===== config.mk =====
export PLATFORM = sky130hd
export DESIGN_NAME = serial_command_frame_receiver
export DESIGN_NICKNAME = d
export VERILOG_FILES = /design/src/hdl/scf_pkg.sv /design/src/hdl/scf_regs.sv /design/src/hdl/scf_ctrl.sv /design/src/hdl/scf_dp.sv /design/src/hdl/serial_command_frame_receiver.sv
export SDC_FILE = /design/constraint.sdc
export NUM_CORES = 1
export LEC_CHECK = 0
export BUFFER_PORTS_ARGS = -buffer_cell sky130_fd_sc_hd__buf_2
export CAP_MARGIN = 20
export CORE_MARGIN = 10
export CORE_UTILIZATION = 65
export CTS_CLUSTER_SIZE = 24
export DETAILED_ROUTE_END_ITERATION = 8
export GPL_TIMING_DRIVEN = 0
export PLACE_DENSITY = 0.93
export SLEW_MARGIN = 10
export SYNTH_ARGS = -nofsm -noshare
export SYNTH_HDL_FRONTEND = slang
export SYNTH_SLANG_ARGS = --single-unit

===== constraint.sdc =====
create_clock -name clk -period 6.1 [get_ports clk]
set_input_delay 1.83 -clock clk [delete_from_list [all_inputs] [get_ports clk]]
set_output_delay 1.83 -clock clk [all_outputs]
set_load 0.1 [all_outputs]

===== src/hdl/scf_pkg.sv =====
// ----------------------------------------------------------------------------
// scf_pkg
// Shared types, constants and helpers of the serial command frame receiver.
// ----------------------------------------------------------------------------
package scf_pkg;

    localparam int STORE_DEPTH = 32;
    localparam int ADDR_W      = $clog2(STORE_DEPTH);
    localparam int PADDR_W     = 4;
    localparam int PDATA_W     = 32;

    localparam int SHORT_FRAME_LEN_DEF = 8;
    localparam int LONG_FRAME_LEN_DEF  = 32;
    localparam int MIN_FRAME_LEN       = 3;

    localparam logic [7:0]  LONG_CMD_MIN      = 8'h80;
    localparam logic [7:0]  START_MARKER_RST  = 8'd187;
    localparam logic [7:0]  END_MARKER_RST    = 8'd13;
    localparam logic [15:0] TIMEOUT_TICKS_RST = 16'd500;

    localparam logic [1:0] REG_START_MARKER  = 2'd0;
    localparam logic [1:0] REG_END_MARKER    = 2'd1;
    localparam logic [1:0] REG_TIMEOUT_TICKS = 2'd2;

    localparam logic OP_BYTE = 1'b0;
    localparam logic OP_TICK = 1'b1;

    localparam logic [1:0] STAT_FRAME   = 2'd0;
    localparam logic [1:0] STAT_BAD_END = 2'd1;
    localparam logic [1:0] STAT_TIMEOUT = 2'd2;

    typedef struct packed {
        logic [7:0]  start_marker;
        logic [7:0]  end_marker;
        logic [15:0] timeout_ticks;
    } cfg_t;

    typedef struct packed {
        logic       store_wr;
        logic       wp_inc;
        logic       long_load;
        logic       timer_restart;
        logic       timer_tick;
        logic       abort;
        logic [1:0] abort_code;
        logic       emit_start;
        logic       go_idle;
    } cmd_t;

    typedef struct packed {
        logic byte_is_start;
        logic byte_is_end;
        logic start_to_end;
        logic payload_last;
        logic timeout;
        logic emit_done;
        logic out_free;
    } stat_t;

    function automatic int clamp_len(input int len);
        int res;
        res = len;
        if (len < MIN_FRAME_LEN) res = MIN_FRAME_LEN;
        if (len > STORE_DEPTH) res = STORE_DEPTH;
        return res;
    endfunction

endpackage


===== src/hdl/scf_regs.sv =====
// ----------------------------------------------------------------------------
// scf_regs
// Register bank behind the APB-style configuration port.
// ----------------------------------------------------------------------------
module scf_regs (
    input  logic                        clk,
    input  logic                        rst_n,
    input  logic                        psel,
    input  logic                        penable,
    input  logic                        pwrite,
    input  logic [scf_pkg::PADDR_W-1:0] paddr,
    input  logic [scf_pkg::PDATA_W-1:0] pwdata,
    output logic [scf_pkg::PDATA_W-1:0] prdata,
    output logic                        pready,
    output scf_pkg::cfg_t               cfg
);
    import scf_pkg::*;

    cfg_t       cfg_reg;
    cfg_t       cfg_next;
    logic       wr_en;
    logic [1:0] reg_idx;

    assign pready  = 1'b1;
    assign wr_en   = psel && penable && pwrite;
    assign reg_idx = paddr[3:2];
    assign cfg     = cfg_reg;

    always_comb
    begin
        cfg_next = cfg_reg;
        if (wr_en)
        begin
            case (reg_idx)
                REG_START_MARKER:  cfg_next.start_marker  = pwdata[7:0];
                REG_END_MARKER:    cfg_next.end_marker    = pwdata[7:0];
                REG_TIMEOUT_TICKS: cfg_next.timeout_ticks = pwdata[15:0];
                default:           cfg_next = cfg_reg;
            endcase
        end
    end

    always_comb
    begin
        case (reg_idx)
            REG_START_MARKER:  prdata = {24'd0, cfg_reg.start_marker};
            REG_END_MARKER:    prdata = {24'd0, cfg_reg.end_marker};
            REG_TIMEOUT_TICKS: prdata = {16'd0, cfg_reg.timeout_ticks};
            default:           prdata = '0;
        endcase
    end

    always_ff @(posedge clk or negedge rst_n)
    begin
        if (!rst_n)
        begin
            cfg_reg.start_marker  <= START_MARKER_RST;
            cfg_reg.end_marker    <= END_MARKER_RST;
            cfg_reg.timeout_ticks <= TIMEOUT_TICKS_RST;
        end
        else
        begin
            cfg_reg <= cfg_next;
        end
    end

endmodule


===== src/hdl/scf_ctrl.sv =====
// ----------------------------------------------------------------------------
// scf_ctrl
// Receive phase state machine; issues commands to the datapath.
// ----------------------------------------------------------------------------
module scf_ctrl (
    input  logic           clk,
    input  logic           rst_n,
    input  logic           in_valid,
    input  logic           op,
    output logic           in_stall,
    input  scf_pkg::stat_t st,
    output scf_pkg::cmd_t  cmd
);
    import scf_pkg::*;

    localparam logic [2:0] ST_IDLE    = 3'd0;
    localparam logic [2:0] ST_START   = 3'd1;
    localparam logic [2:0] ST_PAYLOAD = 3'd2;
    localparam logic [2:0] ST_END     = 3'd3;
    localparam logic [2:0] ST_EMIT    = 3'd4;

    logic [2:0] state_reg;
    logic [2:0] state_next;
    logic       accept;
    logic       byte_acc;
    logic       tick_acc;

    assign in_stall = (state_reg == ST_EMIT) || !st.out_free;
    assign accept   = in_valid && !in_stall;
    assign byte_acc = accept && (op == OP_BYTE);
    assign tick_acc = accept && (op == OP_TICK);

    always_comb
    begin
        cmd        = '0;
        state_next = state_reg;
        case (state_reg)
            ST_IDLE:
            begin
                if (byte_acc && st.byte_is_start)
                begin
                    cmd.store_wr      = 1'b1;
                    cmd.wp_inc        = 1'b1;
                    cmd.timer_restart = 1'b1;
                    state_next        = ST_START;
                end
            end
            ST_START:
            begin
                if (byte_acc)
                begin
                    cmd.store_wr      = 1'b1;
                    cmd.wp_inc        = 1'b1;
                    cmd.long_load     = 1'b1;
                    cmd.timer_restart = 1'b1;
                    state_next        = st.start_to_end ? ST_END : ST_PAYLOAD;
                end
            end
            ST_PAYLOAD:
            begin
                if (byte_acc)
                begin
                    cmd.store_wr      = 1'b1;
                    cmd.wp_inc        = 1'b1;
                    cmd.timer_restart = 1'b1;
                    if (st.payload_last)
                    begin
                        state_next = ST_END;
                    end
                end
            end
            ST_END:
            begin
                if (byte_acc)
                begin
                    if (st.byte_is_end)
                    begin
                        cmd.store_wr   = 1'b1;
                        cmd.emit_start = 1'b1;
                        state_next     = ST_EMIT;
                    end
                    else
                    begin
                        cmd.abort      = 1'b1;
                        cmd.abort_code = STAT_BAD_END;
                        cmd.go_idle    = 1'b1;
                        state_next     = ST_IDLE;
                    end
                end
            end
            ST_EMIT:
            begin
                if (st.emit_done)
                begin
                    cmd.go_idle = 1'b1;
                    state_next  = ST_IDLE;
                end
            end
            default:
            begin
                cmd.go_idle = 1'b1;
                state_next  = ST_IDLE;
            end
        endcase

        if (tick_acc)
        begin
            cmd.timer_tick = 1'b1;
            if (st.timeout)
            begin
                cmd.abort      = 1'b1;
                cmd.abort_code = STAT_TIMEOUT;
                cmd.go_idle    = 1'b1;
                state_next     = ST_IDLE;
            end
        end
    end

    always_ff @(posedge clk or negedge rst_n)
    begin
        if (!rst_n)
        begin
            state_reg <= ST_IDLE;
        end
        else
        begin
            state_reg <= state_next;
        end
    end

endmodule


===== src/hdl/scf_dp.sv =====
// ----------------------------------------------------------------------------
// scf_dp
// Frame store, write pointer, silence timer, readout pipeline, result register.
// ----------------------------------------------------------------------------
module scf_dp #(
    parameter int SHORT_FRAME_LEN = scf_pkg::SHORT_FRAME_LEN_DEF,
    parameter int LONG_FRAME_LEN  = scf_pkg::LONG_FRAME_LEN_DEF
) (
    input  logic                       clk,
    input  logic                       rst_n,
    input  scf_pkg::cfg_t              cfg,
    input  scf_pkg::cmd_t              cmd,
    output scf_pkg::stat_t             st,
    input  logic [7:0]                 rx_byte,
    output logic                       out_valid,
    input  logic                       out_stall,
    output logic [1:0]                 status,
    output logic [7:0]                 frame_byte,
    output logic [scf_pkg::ADDR_W-1:0] byte_pos,
    output logic                       long_frame,
    output logic                       last
);
    import scf_pkg::*;

    localparam logic [ADDR_W-1:0] SHORT_LAST = ADDR_W'(clamp_len(SHORT_FRAME_LEN) - 1);
    localparam logic [ADDR_W-1:0] LONG_LAST  = ADDR_W'(clamp_len(LONG_FRAME_LEN) - 1);

    logic [7:0]        store_mem [STORE_DEPTH];

    logic [ADDR_W-1:0] wp_reg;
    logic [ADDR_W-1:0] wp_next;
    logic              is_long_reg;
    logic              is_long_next;
    logic [15:0]       silence_reg;
    logic [15:0]       silence_next;
    logic              timer_run_reg;
    logic              timer_run_next;

    logic              emit_active_reg;
    logic              emit_active_next;
    logic [ADDR_W-1:0] rd_addr_reg;
    logic [ADDR_W-1:0] rd_addr_next;
    logic              issued_all_reg;
    logic              issued_all_next;
    logic              rd_valid_reg;
    logic              rd_valid_next;
    logic [7:0]        rd_data_reg;
    logic [ADDR_W-1:0] rd_pos_reg;
    logic              rd_last_reg;

    logic              out_valid_reg;
    logic              out_valid_next;
    logic [1:0]        out_status_reg;
    logic [7:0]        out_byte_reg;
    logic [ADDR_W-1:0] out_pos_reg;
    logic              out_long_reg;
    logic              out_last_reg;

    logic [ADDR_W-1:0] len_last;
    logic [ADDR_W-1:0] byte_len_last;
    logic [ADDR_W:0]   wp_plus;
    logic [15:0]       silence_inc;
    logic [15:0]       limit;
    logic              byte_long;
    logic              out_free;
    logic              out_from_rd;
    logic              issue;

    assign byte_long     = (rx_byte >= LONG_CMD_MIN);
    assign len_last      = is_long_reg ? LONG_LAST : SHORT_LAST;
    assign byte_len_last = byte_long ? LONG_LAST : SHORT_LAST;
    assign wp_plus       = {1'b0, wp_reg} + (ADDR_W+1)'(1);
    assign silence_inc   = (silence_reg == 16'hFFFF) ? silence_reg : silence_reg + 16'd1;
    assign limit         = (cfg.timeout_ticks == 16'd0) ? 16'd1 : cfg.timeout_ticks;

    assign out_free    = !out_valid_reg || !out_stall;
    assign out_from_rd = rd_valid_reg && out_free;
    assign issue       = emit_active_reg && !issued_all_reg && (!rd_valid_reg || out_from_rd);

    assign st.byte_is_start = (rx_byte == cfg.start_marker);
    assign st.byte_is_end   = (rx_byte == cfg.end_marker);
    assign st.start_to_end  = (byte_len_last <= ADDR_W'(2));
    assign st.payload_last  = (wp_plus >= {1'b0, len_last});
    assign st.timeout       = timer_run_reg && (silence_inc >= limit);
    assign st.emit_done     = out_from_rd && rd_last_reg;
    assign st.out_free      = out_free;

    assign out_valid  = out_valid_reg;
    assign status     = out_status_reg;
    assign frame_byte = out_byte_reg;
    assign byte_pos   = out_pos_reg;
    assign long_frame = out_long_reg;
    assign last       = out_last_reg;

    always_comb
    begin
        wp_next        = wp_reg;
        is_long_next   = is_long_reg;
        silence_next   = silence_reg;
        timer_run_next = timer_run_reg;
        if (cmd.wp_inc)
        begin
            wp_next = wp_plus[ADDR_W-1:0];
        end
        if (cmd.long_load)
        begin
            is_long_next = byte_long;
        end
        if (cmd.timer_restart)
        begin
            silence_next   = 16'd0;
            timer_run_next = 1'b1;
        end
        else if (cmd.timer_tick && timer_run_reg)
        begin
            silence_next = silence_inc;
        end
        if (cmd.go_idle)
        begin
            wp_next        = '0;
            is_long_next   = 1'b0;
            silence_next   = 16'd0;
            timer_run_next = 1'b0;
        end
    end

    always_comb
    begin
        emit_active_next = emit_active_reg;
        rd_addr_next     = rd_addr_reg;
        issued_all_next  = issued_all_reg;
        rd_valid_next    = rd_valid_reg;
        if (cmd.emit_start)
        begin
            emit_active_next = 1'b1;
            rd_addr_next     = '0;
            issued_all_next  = 1'b0;
        end
        if (st.emit_done)
        begin
            emit_active_next = 1'b0;
        end
        if (issue)
        begin
            rd_addr_next    = rd_addr_reg + ADDR_W'(1);
            issued_all_next = (rd_addr_reg == len_last);
            rd_valid_next   = 1'b1;
        end
        else if (out_from_rd)
        begin
            rd_valid_next = 1'b0;
        end
    end

    always_comb
    begin
        out_valid_next = out_valid_reg;
        if (cmd.abort || out_from_rd)
        begin
            out_valid_next = 1'b1;
        end
        else if (!out_stall)
        begin
            out_valid_next = 1'b0;
        end
    end

    always_ff @(posedge clk or negedge rst_n)
    begin
        if (!rst_n)
        begin
            wp_reg          <= '0;
            is_long_reg     <= 1'b0;
            silence_reg     <= 16'd0;
            timer_run_reg   <= 1'b0;
            emit_active_reg <= 1'b0;
            rd_addr_reg     <= '0;
            issued_all_reg  <= 1'b0;
            rd_valid_reg    <= 1'b0;
            out_valid_reg   <= 1'b0;
        end
        else
        begin
            wp_reg          <= wp_next;
            is_long_reg     <= is_long_next;
            silence_reg     <= silence_next;
            timer_run_reg   <= timer_run_next;
            emit_active_reg <= emit_active_next;
            rd_addr_reg     <= rd_addr_next;
            issued_all_reg  <= issued_all_next;
            rd_valid_reg    <= rd_valid_next;
            out_valid_reg   <= out_valid_next;
        end
    end

    always_ff @(posedge clk)
    begin
        if (cmd.store_wr)
        begin
            store_mem[wp_reg] <= rx_byte;
        end
        if (issue)
        begin
            rd_data_reg <= store_mem[rd_addr_reg];
            rd_pos_reg  <= rd_addr_reg;
            rd_last_reg <= (rd_addr_reg == len_last);
        end
    end

    always_ff @(posedge clk)
    begin
        if (cmd.abort)
        begin
            out_status_reg <= cmd.abort_code;
            out_byte_reg   <= 8'd0;
            out_pos_reg    <= wp_reg;
            out_long_reg   <= is_long_reg;
            out_last_reg   <= 1'b1;
        end
        else if (out_from_rd)
        begin
            out_status_reg <= STAT_FRAME;
            out_byte_reg   <= rd_data_reg;
            out_pos_reg    <= rd_pos_reg;
            out_long_reg   <= is_long_reg;
            out_last_reg   <= rd_last_reg;
        end
    end

    a_timer_needs_frame: assert property (@(posedge clk) disable iff (!rst_n)
        timer_run_reg |-> (wp_reg != '0))
        else $error("timer running with no open frame");

    a_no_abort_in_readout: assert property (@(posedge clk) disable iff (!rst_n)
        emit_active_reg |-> (!cmd.abort && !cmd.store_wr))
        else $error("store written or abort raised during readout");

    a_issue_fills_stage: assert property (@(posedge clk) disable iff (!rst_n)
        issue |=> rd_valid_reg)
        else $error("issued read did not fill the read stage");

    a_last_at_frame_end: assert property (@(posedge clk) disable iff (!rst_n)
        (out_valid_reg && out_status_reg == STAT_FRAME && out_last_reg)
            |-> (out_pos_reg == (out_long_reg ? LONG_LAST : SHORT_LAST)))
        else $error("frame last marker at wrong position");

endmodule


===== src/hdl/serial_command_frame_receiver.sv =====
// ----------------------------------------------------------------------------
// serial_command_frame_receiver
// Start/command/end byte deframer with a tick-based silence timeout.
// ----------------------------------------------------------------------------
// Flow: a byte or tick is taken when offered while in_stall is low; an abort result is
// registered and shown in the cycle after its item; good frame bytes pass the read stage
// and result register. Throughput: one item per cycle unless the output stalls; an end
// byte closing a good frame blocks input while the single store read port reads it out.
// Reset: asynchronous, clears phase, pointer, timer and result valid; the store is
// left uninitialized and needs no clearing pass.
module serial_command_frame_receiver #(
    parameter int SHORT_FRAME_LEN = scf_pkg::SHORT_FRAME_LEN_DEF,
    parameter int LONG_FRAME_LEN  = scf_pkg::LONG_FRAME_LEN_DEF
) (
    input  logic                        clk,
    input  logic                        rst_n,
    input  logic                        psel,
    input  logic                        penable,
    input  logic                        pwrite,
    input  logic [scf_pkg::PADDR_W-1:0] paddr,
    input  logic [scf_pkg::PDATA_W-1:0] pwdata,
    output logic [scf_pkg::PDATA_W-1:0] prdata,
    output logic                        pready,
    input  logic                        in_valid,
    output logic                        in_stall,
    input  logic                        op,
    input  logic [7:0]                  rx_byte,
    output logic                        out_valid,
    input  logic                        out_stall,
    output logic [1:0]                  status,
    output logic [7:0]                  frame_byte,
    output logic [scf_pkg::ADDR_W-1:0]  byte_pos,
    output logic                        long_frame,
    output logic                        last
);
    import scf_pkg::*;

    cfg_t  cfg;
    cmd_t  cmd;
    stat_t st;

    scf_regs u_regs (
        .clk     (clk),
        .rst_n   (rst_n),
        .psel    (psel),
        .penable (penable),
        .pwrite  (pwrite),
        .paddr   (paddr),
        .pwdata  (pwdata),
        .prdata  (prdata),
        .pready  (pready),
        .cfg     (cfg)
    );

    scf_ctrl u_ctrl (
        .clk      (clk),
        .rst_n    (rst_n),
        .in_valid (in_valid),
        .op       (op),
        .in_stall (in_stall),
        .st       (st),
        .cmd      (cmd)
    );

    scf_dp #(
        .SHORT_FRAME_LEN (SHORT_FRAME_LEN),
        .LONG_FRAME_LEN  (LONG_FRAME_LEN)
    ) u_dp (
        .clk        (clk),
        .rst_n      (rst_n),
        .cfg        (cfg),
        .cmd        (cmd),
        .st         (st),
        .rx_byte    (rx_byte),
        .out_valid  (out_valid),
        .out_stall  (out_stall),
        .status     (status),
        .frame_byte (frame_byte),
        .byte_pos   (byte_pos),
        .long_frame (long_frame),
        .last       (last)
    );

endmodule

==> reports/metrics.yaml <==
status: "finished, final reports clean"
die_x_um: 176
synth_cell_type_count: 64
cts_hold_repair.buffers: 0
drc_errors: 0
cts_tree: "built"
critPathMostFrequentCell: "buf_2"
start_kind: "primary input"
synth_top_area_cell: "edfxtp_1"
ir_drop_uv: 441
hold_class: "register to register"
final_area_um2: 18100
placed_area_um2: 16900
cp_cell_sequence: "buf_2, buf_1, nor2b_1, and2_1, buf_2"
yosys_warnings: 0
synth.cell_area_um2: 15800
netlist.area_leader.share_pct: 52.8
grt_max_degree: 50
ys_async_sr_fraction_pct: 18.9
die_y_um: 176
h-tree-depth: 2
cts_setup_buffers: 0
fp.dieArea_um2: 31000
finalNetCount: 1246
criticalPathCategory: "primary input to primary output"
grt_usage_pct: 29.0
final_cells: 1519
period_share_pct: 87.9
maxSlewViolCount: 0
maxCapViolations: 0
vias: 10526
ys_seq_elements: 354
synthTopCellsByCount: "edfxtp_1, mux4_2, nand2_1"
tightest_slew_ns: 1.06
diodes: 0
totalWireLength_um: 45000
cts.reportedPaths.clkPinSlew_ns: 0.06
largest_register_ffs: 256
cp.required_ns: 4.27
coreArea_um2: 24100
synth_ff_type: "edfxtp_1"
crit_path_end_kind: "primary output"
syn_inst: 1017
slew_headroom_pct: 29.0
hpwl_um: 27800
worstPathMaxFanout: 10
grt_antenna_before_repair: 0
grt_pass1_wl_um: 67300
synth_edf_count: 278
fmaxAchievable_mhz: 187
cts-root-buf: "clkbuf_16"
grt_pass1_vias: 10509
max_stage_delay_ns: 0.52
grt_overflow_total: 0
power_density_nw_per_um2: 422
cpMaxStageDelayCell: "buf_1"
gp_congestion: 0.937
cts_resized: 0
cellLeakagePower_uw: 0.00655
port_buffers: 68
path_buf_inv: 3
rsz0062_at_grt: "false"
utilization_pct: 75.0
start_util_pct: 65.6
tns_ns: 0
avgRoutedWirePerCell_um: 29.7
drtIter0Drc: 1707
detail-route-antenna-nets: 0
layout-drive-gt1-share_pct: 28.8
syn_to_final_growth_pct: 14.4
fp-row-count: 57
crit_family: "buffers and inverters"
via_per_inst: 6.93
dp.cells: 1452
clk_path_buf_depth: 3
clk_latency_ns: 0.53
synth-seq-area-share_pct: 64.6
ios: 104
setup_viol: 0
finalPower_uw: 7630
worstPathArrival_ns: 3.53
final-hold-violation-count: 0
synth.most_common_cell: "edfxtp_1"
syn_area_per_cell_um2: 15.6
cts.sinks: 354
synthTopCellsByArea: "edfxtp_1, mux4_2, dfrtp_1"
skew_ns: 0.0169
fin_crit_ns: 5.36
drtPass1Iterations: 6
cts_buffers: 36
==> cell usage in the layout, fill, tap and decap left out, drive strengths merged, types with 17 or more instances in the layout <==
cell    count
mux2i      26
nor2       18
o21ai      40
dfrtp      52
nor3       51
xnor2      24
conb       17
edfxtp    278
mux2       29
inv        30
clkbuf     82
nand3      33
ha         25
mux4       80
nand2      77
buf       135
==> logic make-up (layout without fill, tap and decap cells) <==
group                      Yosys count  in the layout  synth area share [%]
DFF                                354            354                  64.6
and+or+nand+nor                    263            263                  8.62
muxes                              135            135                  15.1
buffers and inverters              104            267                  3.29
AOI/OAI and AO/OA                  100            100                  4.45
xor gates and xnor gates            34             34                  1.88
adders and majority gates           25             25                  1.98
other                                2             17                0.0475
==> worst paths after layout <==
path / slack, ns / start / depth (start not counted) / to
setup / recovery: 0.74 / paddr[3] / 5 / prdata[11]
hold reg to reg: 0.46 / u_dp.rd_addr_reg[4] / 0 / u_dp.rd_pos_reg[4]
hold / removal: 0.46 / u_dp.rd_addr_reg[4] / 0 / u_dp.rd_pos_reg[4]
setup reg to reg: 1.35 / u_dp.silence_reg[0] / 14 / u_dp.status[0]
min in group asynchronous: 1.19 / rst_n / 1 / u_dp.silence_reg[13]
max in group asynchronous: 4.32 / rst_n / 2 / u_regs.cfg[18]
==> stage by stage <==
stage	hold slack (ns)	setup WS [ns]
after detailed placement	0.438	0.756
after global routing	0.475	0.672
after CTS	0.458	0.761
after global placement	0.434	0.762
after floorplan	0.423	0.529
final	0.457	0.741
==> report_power, final <==
part	total (µW)	internal, µW	switching (µW)
logic	2460	835	1620
clock network	2210	1270	942
registers	2970	2810	157
total	7630	4910	2720
==> area by class of cell <==
type,instances,area (µm²)
buffer,74,407
multi-input combinational,574,5230
fill,1358,6020
inverter,30,114
timing repair buffer,99,567
sequential,354,10200
tap,324,405
clock buffer,44,931
clock inverter,20,218
==> per-layer routing <==
| metal | up-vias | wire length (µm) | GRT usage (%) |
|---|---|---|---|
| met5 | - | 0 | 0 |
| met4 | 0 | 2900 | 16.2 |
| met3 | 209 | 5480 | 8.63 |
| met2 | 907 | 21900 | 47.9 |
| met1 | 5174 | 14800 | 33.3 |
| li1 | 4236 | - | - |
No activity file was read; power rests on OpenSTA's default activity.
